[src/hdl/maf_pkg.sv]
// ----------------------------------------------------------------------------
// maf_pkg
// Shared constants for the moving average filter: defaults, field widths
// and register map.
// ----------------------------------------------------------------------------
package maf_pkg;

  localparam int MAX_WINDOW_DEF  = 64;
  localparam int SAMPLE_BITS_DEF = 16;

  localparam int AVG_W  = 24;
  localparam int FRAC_W = 8;
  localparam int WLEN_W = 7;
  localparam int ADDR_W = 3;
  localparam int DATA_W = 32;

  localparam logic [WLEN_W-1:0] WLEN_RST = 7'd4;

  // register index, taken from paddr[2]
  localparam logic REG_WINDOW_LENGTH = 1'b0;

endpackage

[src/hdl/maf_ram.sv]
// ----------------------------------------------------------------------------
// maf_ram
// Generic single-write, single-read RAM with registered read data.
// ----------------------------------------------------------------------------
module maf_ram #(
  parameter int WIDTH = 16,
  parameter int DEPTH = 64
) (
  input  logic                     clk_i,
  input  logic                     we_i,
  input  logic [$clog2(DEPTH)-1:0] waddr_i,
  input  logic [WIDTH-1:0]         wdata_i,
  input  logic [$clog2(DEPTH)-1:0] raddr_i,
  output logic [WIDTH-1:0]         rdata_o
);

  logic [WIDTH-1:0] mem_q [DEPTH];

  always_ff @(posedge clk_i) begin
    if (we_i) begin
      mem_q[waddr_i] <= wdata_i;
    end
    rdata_o <= mem_q[raddr_i];
  end

endmodule

[src/hdl/moving_average_filter.sv]
// ----------------------------------------------------------------------------
// moving_average_filter
// Simple moving average of signed samples, result in signed Q8, truncated
// toward zero. Bit-serial restoring divider, one quotient bit per cycle.
// ----------------------------------------------------------------------------
// Flow: an accepted item goes through S_READ, S_UPDATE, the bit-serial divider
//   (S_DIV, QW = SAMPLE_BITS + clog2(MAX_WINDOW) + 8 bits, 30 at defaults)
//   and S_DONE; S_DONE waits until the result register is free. One item in
//   flight, taken only in S_IDLE; result register frees the input.
// Reset: asynchronous, active low; window_length = 4, sum, fill count and
//   write pointer cleared. Sample RAM is not cleared.
module moving_average_filter
  import maf_pkg::AVG_W, maf_pkg::ADDR_W, maf_pkg::DATA_W,
         maf_pkg::MAX_WINDOW_DEF, maf_pkg::SAMPLE_BITS_DEF;
#(
  parameter int MAX_WINDOW  = MAX_WINDOW_DEF,
  parameter int SAMPLE_BITS = SAMPLE_BITS_DEF
) (
  input  logic                          clk_i,
  input  logic                          rst_ni,
  input  logic                          psel,
  input  logic                          penable,
  input  logic                          pwrite,
  input  logic [ADDR_W-1:0]             paddr,
  input  logic [DATA_W-1:0]             pwdata,
  output logic [DATA_W-1:0]             prdata,
  output logic                          pready,
  input  logic                          sample_valid_i,
  output logic                          sample_ready_o,
  input  logic signed [SAMPLE_BITS-1:0] sample_i,
  output logic                          result_valid_o,
  input  logic                          result_ready_i,
  output logic signed [AVG_W-1:0]       average_q8_o,
  output logic                          window_full_o
);

  import maf_pkg::*;

  localparam int SUM_W  = SAMPLE_BITS + $clog2(MAX_WINDOW);
  localparam int QW     = SUM_W + FRAC_W;
  localparam int CNT_W  = $clog2(MAX_WINDOW + 1);
  localparam int PTR_W  = $clog2(MAX_WINDOW);
  localparam int EW     = (CNT_W > WLEN_W) ? CNT_W : WLEN_W;
  localparam int RES_W  = (QW + 1 > AVG_W) ? QW + 1 : AVG_W;
  localparam int ITER_W = $clog2(QW + 1);

  typedef enum logic [2:0] {
    S_IDLE,
    S_READ,
    S_UPDATE,
    S_DIV,
    S_DONE
  } state_e;

  state_e                   state_q;
  logic [WLEN_W-1:0]        wlen_q;
  logic signed [SUM_W-1:0]  sum_q;
  logic [CNT_W-1:0]         fill_q;
  logic [PTR_W-1:0]         wp_q;
  logic [PTR_W-1:0]         ptr_q;
  logic [SAMPLE_BITS-1:0]   smp_q;
  logic                     neg_q;
  logic                     full_q;
  logic [QW-1:0]            dq_q;
  logic [CNT_W-1:0]         rem_q;
  logic [ITER_W-1:0]        iter_q;
  logic                     out_valid_q;
  logic [AVG_W-1:0]         avg_q;
  logic                     win_full_q;

  logic                     cfg_wr;
  logic [EW-1:0]            wlen_ext;
  logic [EW-1:0]            max_ext;
  logic [EW-1:0]            n_ext;
  logic [CNT_W-1:0]         win_n;
  logic [PTR_W-1:0]         ptr_eff;
  logic [CNT_W-1:0]         ptr_inc;
  logic [PTR_W-1:0]         wp_d;
  logic                     full_pre;
  logic [CNT_W-1:0]         fill_d;
  logic [SAMPLE_BITS-1:0]   old_smp;
  logic signed [SUM_W-1:0]  old_ext;
  logic signed [SUM_W-1:0]  smp_ext;
  logic signed [SUM_W-1:0]  sum_d;
  logic [SUM_W-1:0]         abs_sum;
  logic [CNT_W:0]           rem_sh;
  logic                     q_bit;
  logic [CNT_W:0]           rem_sub;
  logic [CNT_W-1:0]         rem_d;
  logic [RES_W-1:0]         q_ext;
  logic [RES_W-1:0]         res;
  logic                     accept;
  logic                     out_load;

  assign pready = 1'b1;
  assign prdata = DATA_W'(wlen_q);
  assign cfg_wr = psel & penable & pwrite & (paddr[2] == REG_WINDOW_LENGTH);

  assign sample_ready_o = (state_q == S_IDLE);
  assign accept         = sample_valid_i & sample_ready_o;
  assign result_valid_o = out_valid_q;
  assign average_q8_o   = avg_q;
  assign window_full_o  = win_full_q;
  assign out_load       = ~out_valid_q | result_ready_i;

  // effective window: zero reads as one, clamp at MAX_WINDOW
  always_comb begin
    wlen_ext = EW'(wlen_q);
    max_ext  = EW'(MAX_WINDOW);
    if (wlen_q == '0) begin
      n_ext = EW'(1);
    end else if (wlen_ext > max_ext) begin
      n_ext = max_ext;
    end else begin
      n_ext = wlen_ext;
    end
    win_n = n_ext[CNT_W-1:0];
  end

  assign ptr_eff = (CNT_W'(wp_q) >= win_n) ? '0 : wp_q;
  assign ptr_inc = CNT_W'(ptr_q) + CNT_W'(1);
  assign wp_d    = (ptr_inc >= win_n) ? '0 : ptr_inc[PTR_W-1:0];

  assign full_pre = (fill_q >= win_n);
  assign fill_d   = full_pre ? win_n : fill_q + CNT_W'(1);
  assign old_ext  = SUM_W'($signed(old_smp));
  assign smp_ext  = SUM_W'($signed(smp_q));
  assign sum_d    = sum_q - (full_pre ? old_ext : '0) + smp_ext;
  assign abs_sum  = sum_d[SUM_W-1] ? SUM_W'(-sum_d) : SUM_W'(sum_d);

  // one restoring step per cycle
  assign rem_sh  = {rem_q, dq_q[QW-1]};
  assign q_bit   = (rem_sh >= {1'b0, fill_q});
  assign rem_sub = rem_sh - {1'b0, fill_q};
  assign rem_d   = q_bit ? rem_sub[CNT_W-1:0] : rem_sh[CNT_W-1:0];

  assign q_ext = RES_W'(dq_q);
  assign res   = neg_q ? RES_W'(-q_ext) : q_ext;

  maf_ram #(
    .WIDTH(SAMPLE_BITS),
    .DEPTH(MAX_WINDOW)
  ) u_ram (
    .clk_i  (clk_i),
    .we_i   (state_q == S_UPDATE),
    .waddr_i(ptr_q),
    .wdata_i(smp_q),
    .raddr_i(ptr_q),
    .rdata_o(old_smp)
  );

  always_ff @(posedge clk_i or negedge rst_ni) begin
    if (!rst_ni) begin
      state_q     <= S_IDLE;
      wlen_q      <= WLEN_RST;
      sum_q       <= '0;
      fill_q      <= '0;
      wp_q        <= '0;
      ptr_q       <= '0;
      smp_q       <= '0;
      neg_q       <= 1'b0;
      full_q      <= 1'b0;
      dq_q        <= '0;
      rem_q       <= '0;
      iter_q      <= '0;
      out_valid_q <= 1'b0;
      avg_q       <= '0;
      win_full_q  <= 1'b0;
    end else begin
      if (out_valid_q && result_ready_i && state_q != S_DONE) begin
        out_valid_q <= 1'b0;
      end
      if (cfg_wr) begin
        wlen_q <= pwdata[WLEN_W-1:0];
        sum_q  <= '0;
        fill_q <= '0;
        wp_q   <= '0;
      end
      unique case (state_q)
        S_IDLE: begin
          if (accept) begin
            ptr_q   <= ptr_eff;
            smp_q   <= sample_i;
            state_q <= S_READ;
          end
        end
        S_READ: begin
          state_q <= S_UPDATE;
        end
        S_UPDATE: begin
          sum_q   <= sum_d;
          fill_q  <= fill_d;
          wp_q    <= wp_d;
          full_q  <= full_pre | (fill_d == win_n);
          neg_q   <= sum_d[SUM_W-1];
          dq_q    <= {abs_sum, FRAC_W'(0)};
          rem_q   <= '0;
          iter_q  <= '0;
          state_q <= S_DIV;
        end
        S_DIV: begin
          dq_q   <= {dq_q[QW-2:0], q_bit};
          rem_q  <= rem_d;
          iter_q <= iter_q + ITER_W'(1);
          if (iter_q == ITER_W'(QW - 1)) begin
            state_q <= S_DONE;
          end
        end
        S_DONE: begin
          if (out_load) begin
            avg_q       <= res[AVG_W-1:0];
            win_full_q  <= full_q;
            out_valid_q <= 1'b1;
            state_q     <= S_IDLE;
          end else if (out_valid_q && result_ready_i) begin
            out_valid_q <= 1'b0;
          end
        end
        default: begin
          state_q <= S_IDLE;
        end
      endcase
    end
  end

endmodule

[config.mk]
export PLATFORM = sky130hd
export DESIGN_NAME = moving_average_filter
export DESIGN_NICKNAME = d
export VERILOG_FILES = /design/src/hdl/maf_pkg.sv /design/src/hdl/maf_ram.sv /design/src/hdl/moving_average_filter.sv
export SDC_FILE = /design/constraint.sdc
export NUM_CORES = 1
export LEC_CHECK = 0
export ABC_AREA = 1
export BUFFER_PORTS_ARGS = -buffer_cell sky130_fd_sc_hd__buf_2
export CAP_MARGIN = 20
export CORE_AREA = 3 3 376 378
export CTS_CLUSTER_DIAMETER = 120
export DETAILED_ROUTE_END_ITERATION = 8
export DIE_AREA = 0 0 379 381
export GPL_ROUTABILITY_DRIVEN = 0
export PLACE_DENSITY = 0.55
export SLEW_MARGIN = 5
export SYNTH_ARGS = -nofsm -noshare
export SYNTH_HDL_FRONTEND = slang
export SYNTH_SLANG_ARGS = --single-unit
[constraint.sdc]
create_clock -name clk_i -period 5.6 [get_ports clk_i]
set_clock_uncertainty 0.05 [all_clocks]
set_input_delay 0.28 -clock clk_i [delete_from_list [all_inputs] [get_ports clk_i]]
set_output_delay 0.28 -clock clk_i [all_outputs]
set_load 0.005 [all_outputs]
### Word-level counts from Yosys, hierarchy flattened

Memory sizes are Yosys's and may differ from the RTL's. A register that Yosys moved wholly into a read port is not among the register bits.
Cells that the tools add are included.

* word-level logic and storage cells: 84
* memory bits (writable): 1024
* register bits: 137
* memories: 1
* output and inout port bits: 60

Memories
* u_ram.mem_q: depth 64, width 16, rd ports 1, clocked after memory_dff 1, wr ports 1, RTL line maf_ram.sv:17 `logic [WIDTH-1:0] mem_q [DEPTH];`

* reductions and logical operators: 9
* add/sub/neg operators: 8
* magnitude comparators: 5
* mux-type cells: 28
* eq/ne operators: 10
* bitwise operators: 8

Operators by type and width (count)
* 22-bit 2-to-1 mux: 4
* 30-bit one-hot mux with 2 select lines: 1
* 7-bit 2-to-1 mux: 6
* 24-bit 2-to-1 mux: 1
* 6-bit 2-to-1 mux: 4
* 24-bit negation: 1
* 22-bit adder: 1
* 22-bit negation: 1
* 22-bit subtractor: 1
* 3-bit one-hot mux with 5 select lines: 1
* 7-bit greater-or-equal comparator: 2
* 7-bit one-hot mux with 2 select lines: 1
* 5-bit one-hot mux with 2 select lines: 1
* 3-bit 2-to-1 mux: 3
* 8-bit by 7-bit greater-or-equal comparator with 1-bit output: 1
* 6-bit by 1-bit adder with 7-bit output, second input constant: 1
* 7-bit by 1-bit adder with 7-bit output, second input constant: 1
* 7-bit == test: 1
* 6-bit by 7-bit greater-or-equal comparator with 1-bit output: 1
* 7-bit > comparator, second input constant: 1
* 7-bit zero test: 1
* 7-bit subtractor: 1
* 3-bit by 2-bit == test with 1-bit output, second input constant: 2
* 1-bit 2-to-1 mux: 6
* 15 further kinds: 24

### Logic depth before layout (Yosys ltp)

* word-level depth: 10
* gate-level depth with buffers: 37
* depth with buffers taken out: 34

### Hierarchy

Synthesis repeated with hierarchy kept, for this count alone.

* cells, all modules: 4872
* area total of the unflattened synthesis: 52125.0 µm²

By module, submodules not included
* maf_ram: cells each 3517, area an instance 42099.1 µm², instances 1
* moving_average_filter: cells each 1355, area an instance 10025.9 µm², instances 1

### Least setup slack after synthesis

Ideal clock, no wire load.

* kind: reg2reg
* start: reg wlen_q[4] (netlist: wlen_ext[4])
* end: reg dq_q[27]
* setup slack: 0.934 ns
* setup time: 0.113 ns
* cell stages (with the launch flop): 36
* period minus slack after synthesis: 4.666 ns
* arrival time: 4.503 ns
* data required time: 5.437 ns
* path through: dfrtp_1 nor2_1 nand4_1 nand2_1 inv_1 nor2_1 inv_1 ha_1 nand2_1 a21oi_1 nor2_1 nand3_1 buf_2 inv_1 buf_2 buf_1 nor2_1 fa_1 inv_1 ha_1 nand2_1 inv_1 a21oi_1 nand2_1 nand2_1 nand2_1 nor2_1 nand2_1 nor2_4 nand3_1 nand2_1 nand2_1 nand2_1 nand3_1 nand2_1 inv_1

* longest elaborated chain between the ends: 10
* elaborated cells between the ends (all ways): 11
* classes of those cells: add/sub (3); order compare (2); mux (5); reduce/logical (1)

Ends and longest elaborated chain
* start, declared: RTL line moving_average_filter.sv:56 `logic [WLEN_W-1:0] wlen_q;`
* start signal, assigned: RTL line moving_average_filter.sv:174 `wlen_q <= pwdata[WLEN_W-1:0];`
* 7-bit > comparator: RTL line moving_average_filter.sv:112 `end else if (wlen_ext > max_ext) begin`
* 7-bit 2-to-1 mux: RTL line moving_average_filter.sv:112
* 7-bit 2-to-1 mux *: RTL line moving_average_filter.sv:110 `if (wlen_q == '0) begin`
* 7-bit greater-or-equal comparator *: RTL line moving_average_filter.sv:124 `assign full_pre = (fill_q >= win_n);`
* 22-bit 2-to-1 mux *: RTL line moving_average_filter.sv:128 `assign sum_d = sum_q - (full_pre ? old_ext : '0) + smp_ext;`
* 22-bit subtractor *: RTL line moving_average_filter.sv:128
* 22-bit adder *: RTL line moving_average_filter.sv:128
* 22-bit negation: RTL line moving_average_filter.sv:129 `assign abs_sum = sum_d[SUM_W-1] ? SUM_W'(-sum_d) : SUM_W'(sum_d);`
* 22-bit 2-to-1 mux *: RTL line moving_average_filter.sv:129
* 30-bit one-hot mux with 2 select lines *: RTL line moving_average_filter.sv:179 `unique case (state_q)`
* end signal, assigned: RTL line moving_average_filter.sv:196 `dq_q <= {abs_sum, FRAC_W'(0)};`
* end signal, assigned: RTL line moving_average_filter.sv:202 `dq_q <= {dq_q[QW-2:0], q_bit};`
* end, declared: RTL line moving_average_filter.sv:64 `logic [QW-1:0] dq_q;`

Every way passes the cells marked *; elsewhere a longest branch is shown, timed or not.
A chain may end at the register's enable or synchronous reset.

### Final worst setup path

* start: reg wlen_q[2] (netlist: wlen_ext[2])
* end: reg dq_q[28]

The elaborated chain is that of the path after synthesis.

==> impl_metrics.ini <==
[power_and_ir_drop]
p_leak_nw = 20.2
power.density_nw_per_um2 = 596
p_int_mw = 19.4
p_switching_mw = 13.5
peakVddDrop_mv = 0.392
power.share.clock_pct = 23.0
p_sw_share_pct = 40.9
pwr-share-comb_pct = 41.4
seq_power_share_pct = 35.6

[run_status]
outcome = finished, final reports clean

[route]
drcViolationCount = 0
ant_nets = 0
route.vias.total = 30500
wirelength_um = 135000
avgViaCountPerCell = 5.21
drtIter0Drc = 3139
wl_per_cell_um = 23.1
dr.pass1.iters = 6

[critical_path]
cp.required_ps = 6160
crit_path_max_fanout = 14
worstSetupPathType = reg -> reg
critPathArrivalTime_ps = 5530
cp_common_cell = nand2_1
cp-start-kind = register
cp_slowest_stage_delay_ps = 550
cpMaxStageDelayCell = dfstp_2
critPathCaptureType = register

[synthesis]
synthesis.area_um2 = 48200
synth.distinct_cells = 59
avgSynthCellArea_um2 = 12.8
synthFlopType = edfxtp_1
synthCells = 3765
synth-seq-cells = 1177
synth_edf_count = 1024
yosys_warnings = 0
yosysSeqAreaShare_pct = 71.6
synthArstFlopShare_pct = 11.6

[clock_network]
clockBufferDepth = 3
insertion_delay_ps = 760
numCtsBuffers = 116
cts_tree = done
clkTransAtPathRegs_ps = 60
cts_sinks = 1177
h-tree-depth = 3
cts-root-buf = clkbuf_16

[timing]
worst_slew_pin_slew_ps = 1130
min_period_over_period_pct = 88.8
fin_setup_tns_ps = 0
worst_slack_ps = 628
clock.fmax_mhz = 201
rsz0062_at_grt = no
whs_ps = 83.4
hold_viol = 0
finalSetupViolCount = 0
slew_viol_final = 0
fin_crit_ps = 4970
max-slew-margin-rel_pct = 24.3

[cells_and_area]
fill_cells = 12900
layout_common_cells = edfxtp_1 (1024), nand2_1 (835), inv_1 (350), nor2_1 (171), o21ai_0 (148)
drive_gt1_share_pct = 11.0
area_delta_synth_final_pct = 14.6
seqCellArea_um2 = 34500
layoutNonFillerInstCount = 5860
mostFrequentLayoutCell = edfxtp_1
multiInputGateArea_um2 = 11500
layout.nets = 4100
stdcell_area_um2 = 55200

[placement]
dp_slack_ps = 369
place.detailed.hpwl_um = 79100
numPortBuffers = 64
post_dp_cell_area_um2 = 51200
dp_cells = 5613

[floorplan]
die_area_um2 = 144000
core_um2 = 138000
num_rows = 136
io_pins = 118
die_w_um = 379
start_util_pct = 35.0
die_h_um = 381

[min_path]
hp-class = in -> reg

[global_route]
grt_pass1_vias = 29200
grt_first_pass_wirelength_um = 197000
grt.total_usage_pct = 18.4
grt-ovfl-total = 0
grt_max_degree = 106
antenna_found_initial = 5

[flow_run]
cap_violations = 0
==> worst max-delay path, delay by kind of cell, from the launching register on <==
family | cells | cell delay, ps
adder cells (fa/ha/maj) | 3 | 1000
AND/OR/NAND/NOR | 16 | 1750
buffers and inverters | 8 | 910
flip-flops | 1 | 550
AO/OA/AOI/OAI | 2 | 570
==> logic make-up after synthesis <==
logic type	synth area share [%]
flops	71.6
compound gates	9.08
mux	0.0701
xor+xnor	0.727
other cells	0.0156
simple gates	11.4
buf+inv	4.79
fa+ha+maj	2.34
==> power groups by stage <==
stage	registers (mW)	clock network, mW	logic, mW
2_1_floorplan	12.3	0	8.60
3_3_place_gp	11.9	0	13.4
6_report	11.7	7.56	13.6
4_1_cts	11.7	7.70	13.6
3_5_place_dp	11.9	0	13.5
5_1_grt	11.8	8.05	15.2
==> metal layers <==
| layer | part of all wire [%] | global-route usage (%) | vias up | routed length [um] |
|---|---|---|---|---|
| li1 | - | - | 14000 | - |
| met1 | 44 | 26.3 | 15300 | 59500 |
| met2 | 47 | 29.5 | 1037 | 63600 |
| met3 | 6.8 | 2.69 | 164 | 9260 |
| met4 | 2.3 | 4.49 | 0 | 3060 |
| met5 | 0 | 0 | - | 0 |
==> Yosys cell counts (all sizes together), types with 4 or more instances <==
library cell  number  share of area [%]
dfrtp            136                7.1
o31ai              8               0.12
o21ai            152                1.6
fa                22               0.91
a22o              53               0.96
nor3              20               0.22
xnor2              4              0.073
a21o               4              0.062
a31oi             10               0.13
dfxtp             16               0.66
or2                7              0.091
a32o               4              0.083
inv              362                2.8
edfxtp          1024                 64
buf              118                1.4
nand3             94                1.0
xor2              36               0.65
clkbuf            63               0.49
nand2            840                6.6
nand4            139                1.8
nor2             187                1.5
ha                55                1.4
o22ai             48               0.62
a21oi             69               0.72
a22oi            117                1.8
a221oi           128                2.4
o2bb2ai           11               0.20
==> repair_timing <==
item	CTS	global route
hold buffers	26	0
gates resized for setup	0	3
setup buffers	0	1
hold endpoints to repair	115	0
setup endpoints to repair	0	20
==> path summary, 6_finish.rpt <==
kind,depth (start not counted),start,slack (ps),end
min reg2reg,2,window_full_o,430,window_full_o
max,29,wlen_ext[2],630,dq_q[28]
max in group asynchronous,3,rst_ni,4160,wlen_ext[6]
max reg2reg,29,wlen_ext[2],630,dq_q[28]
min in group asynchronous,2,rst_ni,160,average_q8_o[20]
min,5,penable,80,wlen_ext[2]
==> final cells by class <==
class	instances	area share [%]
Clock buffer	143	5.52
Tap cell	1794	4.07
Sequential cell	1177	62.5
Clock inverter	75	1.14
Inverter	365	2.52
Timing Repair Buffer	239	3.31
Antenna cell	1	0.00453
Multi-Input combinational cell	2066	20.9
==> registers in the layout, summed over array words and instances (netlist names) <==
name and count:
neg_q 1, window_full_o 1, u_ram.rdata_o 16, average_q8_o 24, fill_q 7, ptr_q 6, sum_q 22, rem_q 7
dq_q 30, iter_q 5, smp_q 16, wlen_ext 7, wp_q 6, u_ram.mem_q 1024, result_valid_o 1, full_q 1
state_q 3
==> metrics by stage <==
step | utilization [%] | power, mW
finish | 40.0 | 32.9
global route | 40.0 | 35.1
CTS | 40.0 | 33.0
detailed placement | 37.2 | 25.4
global placement | 37.1 | 25.3
floorplan | - | 20.9
No activity file was read; power rests on OpenSTA's default activity.
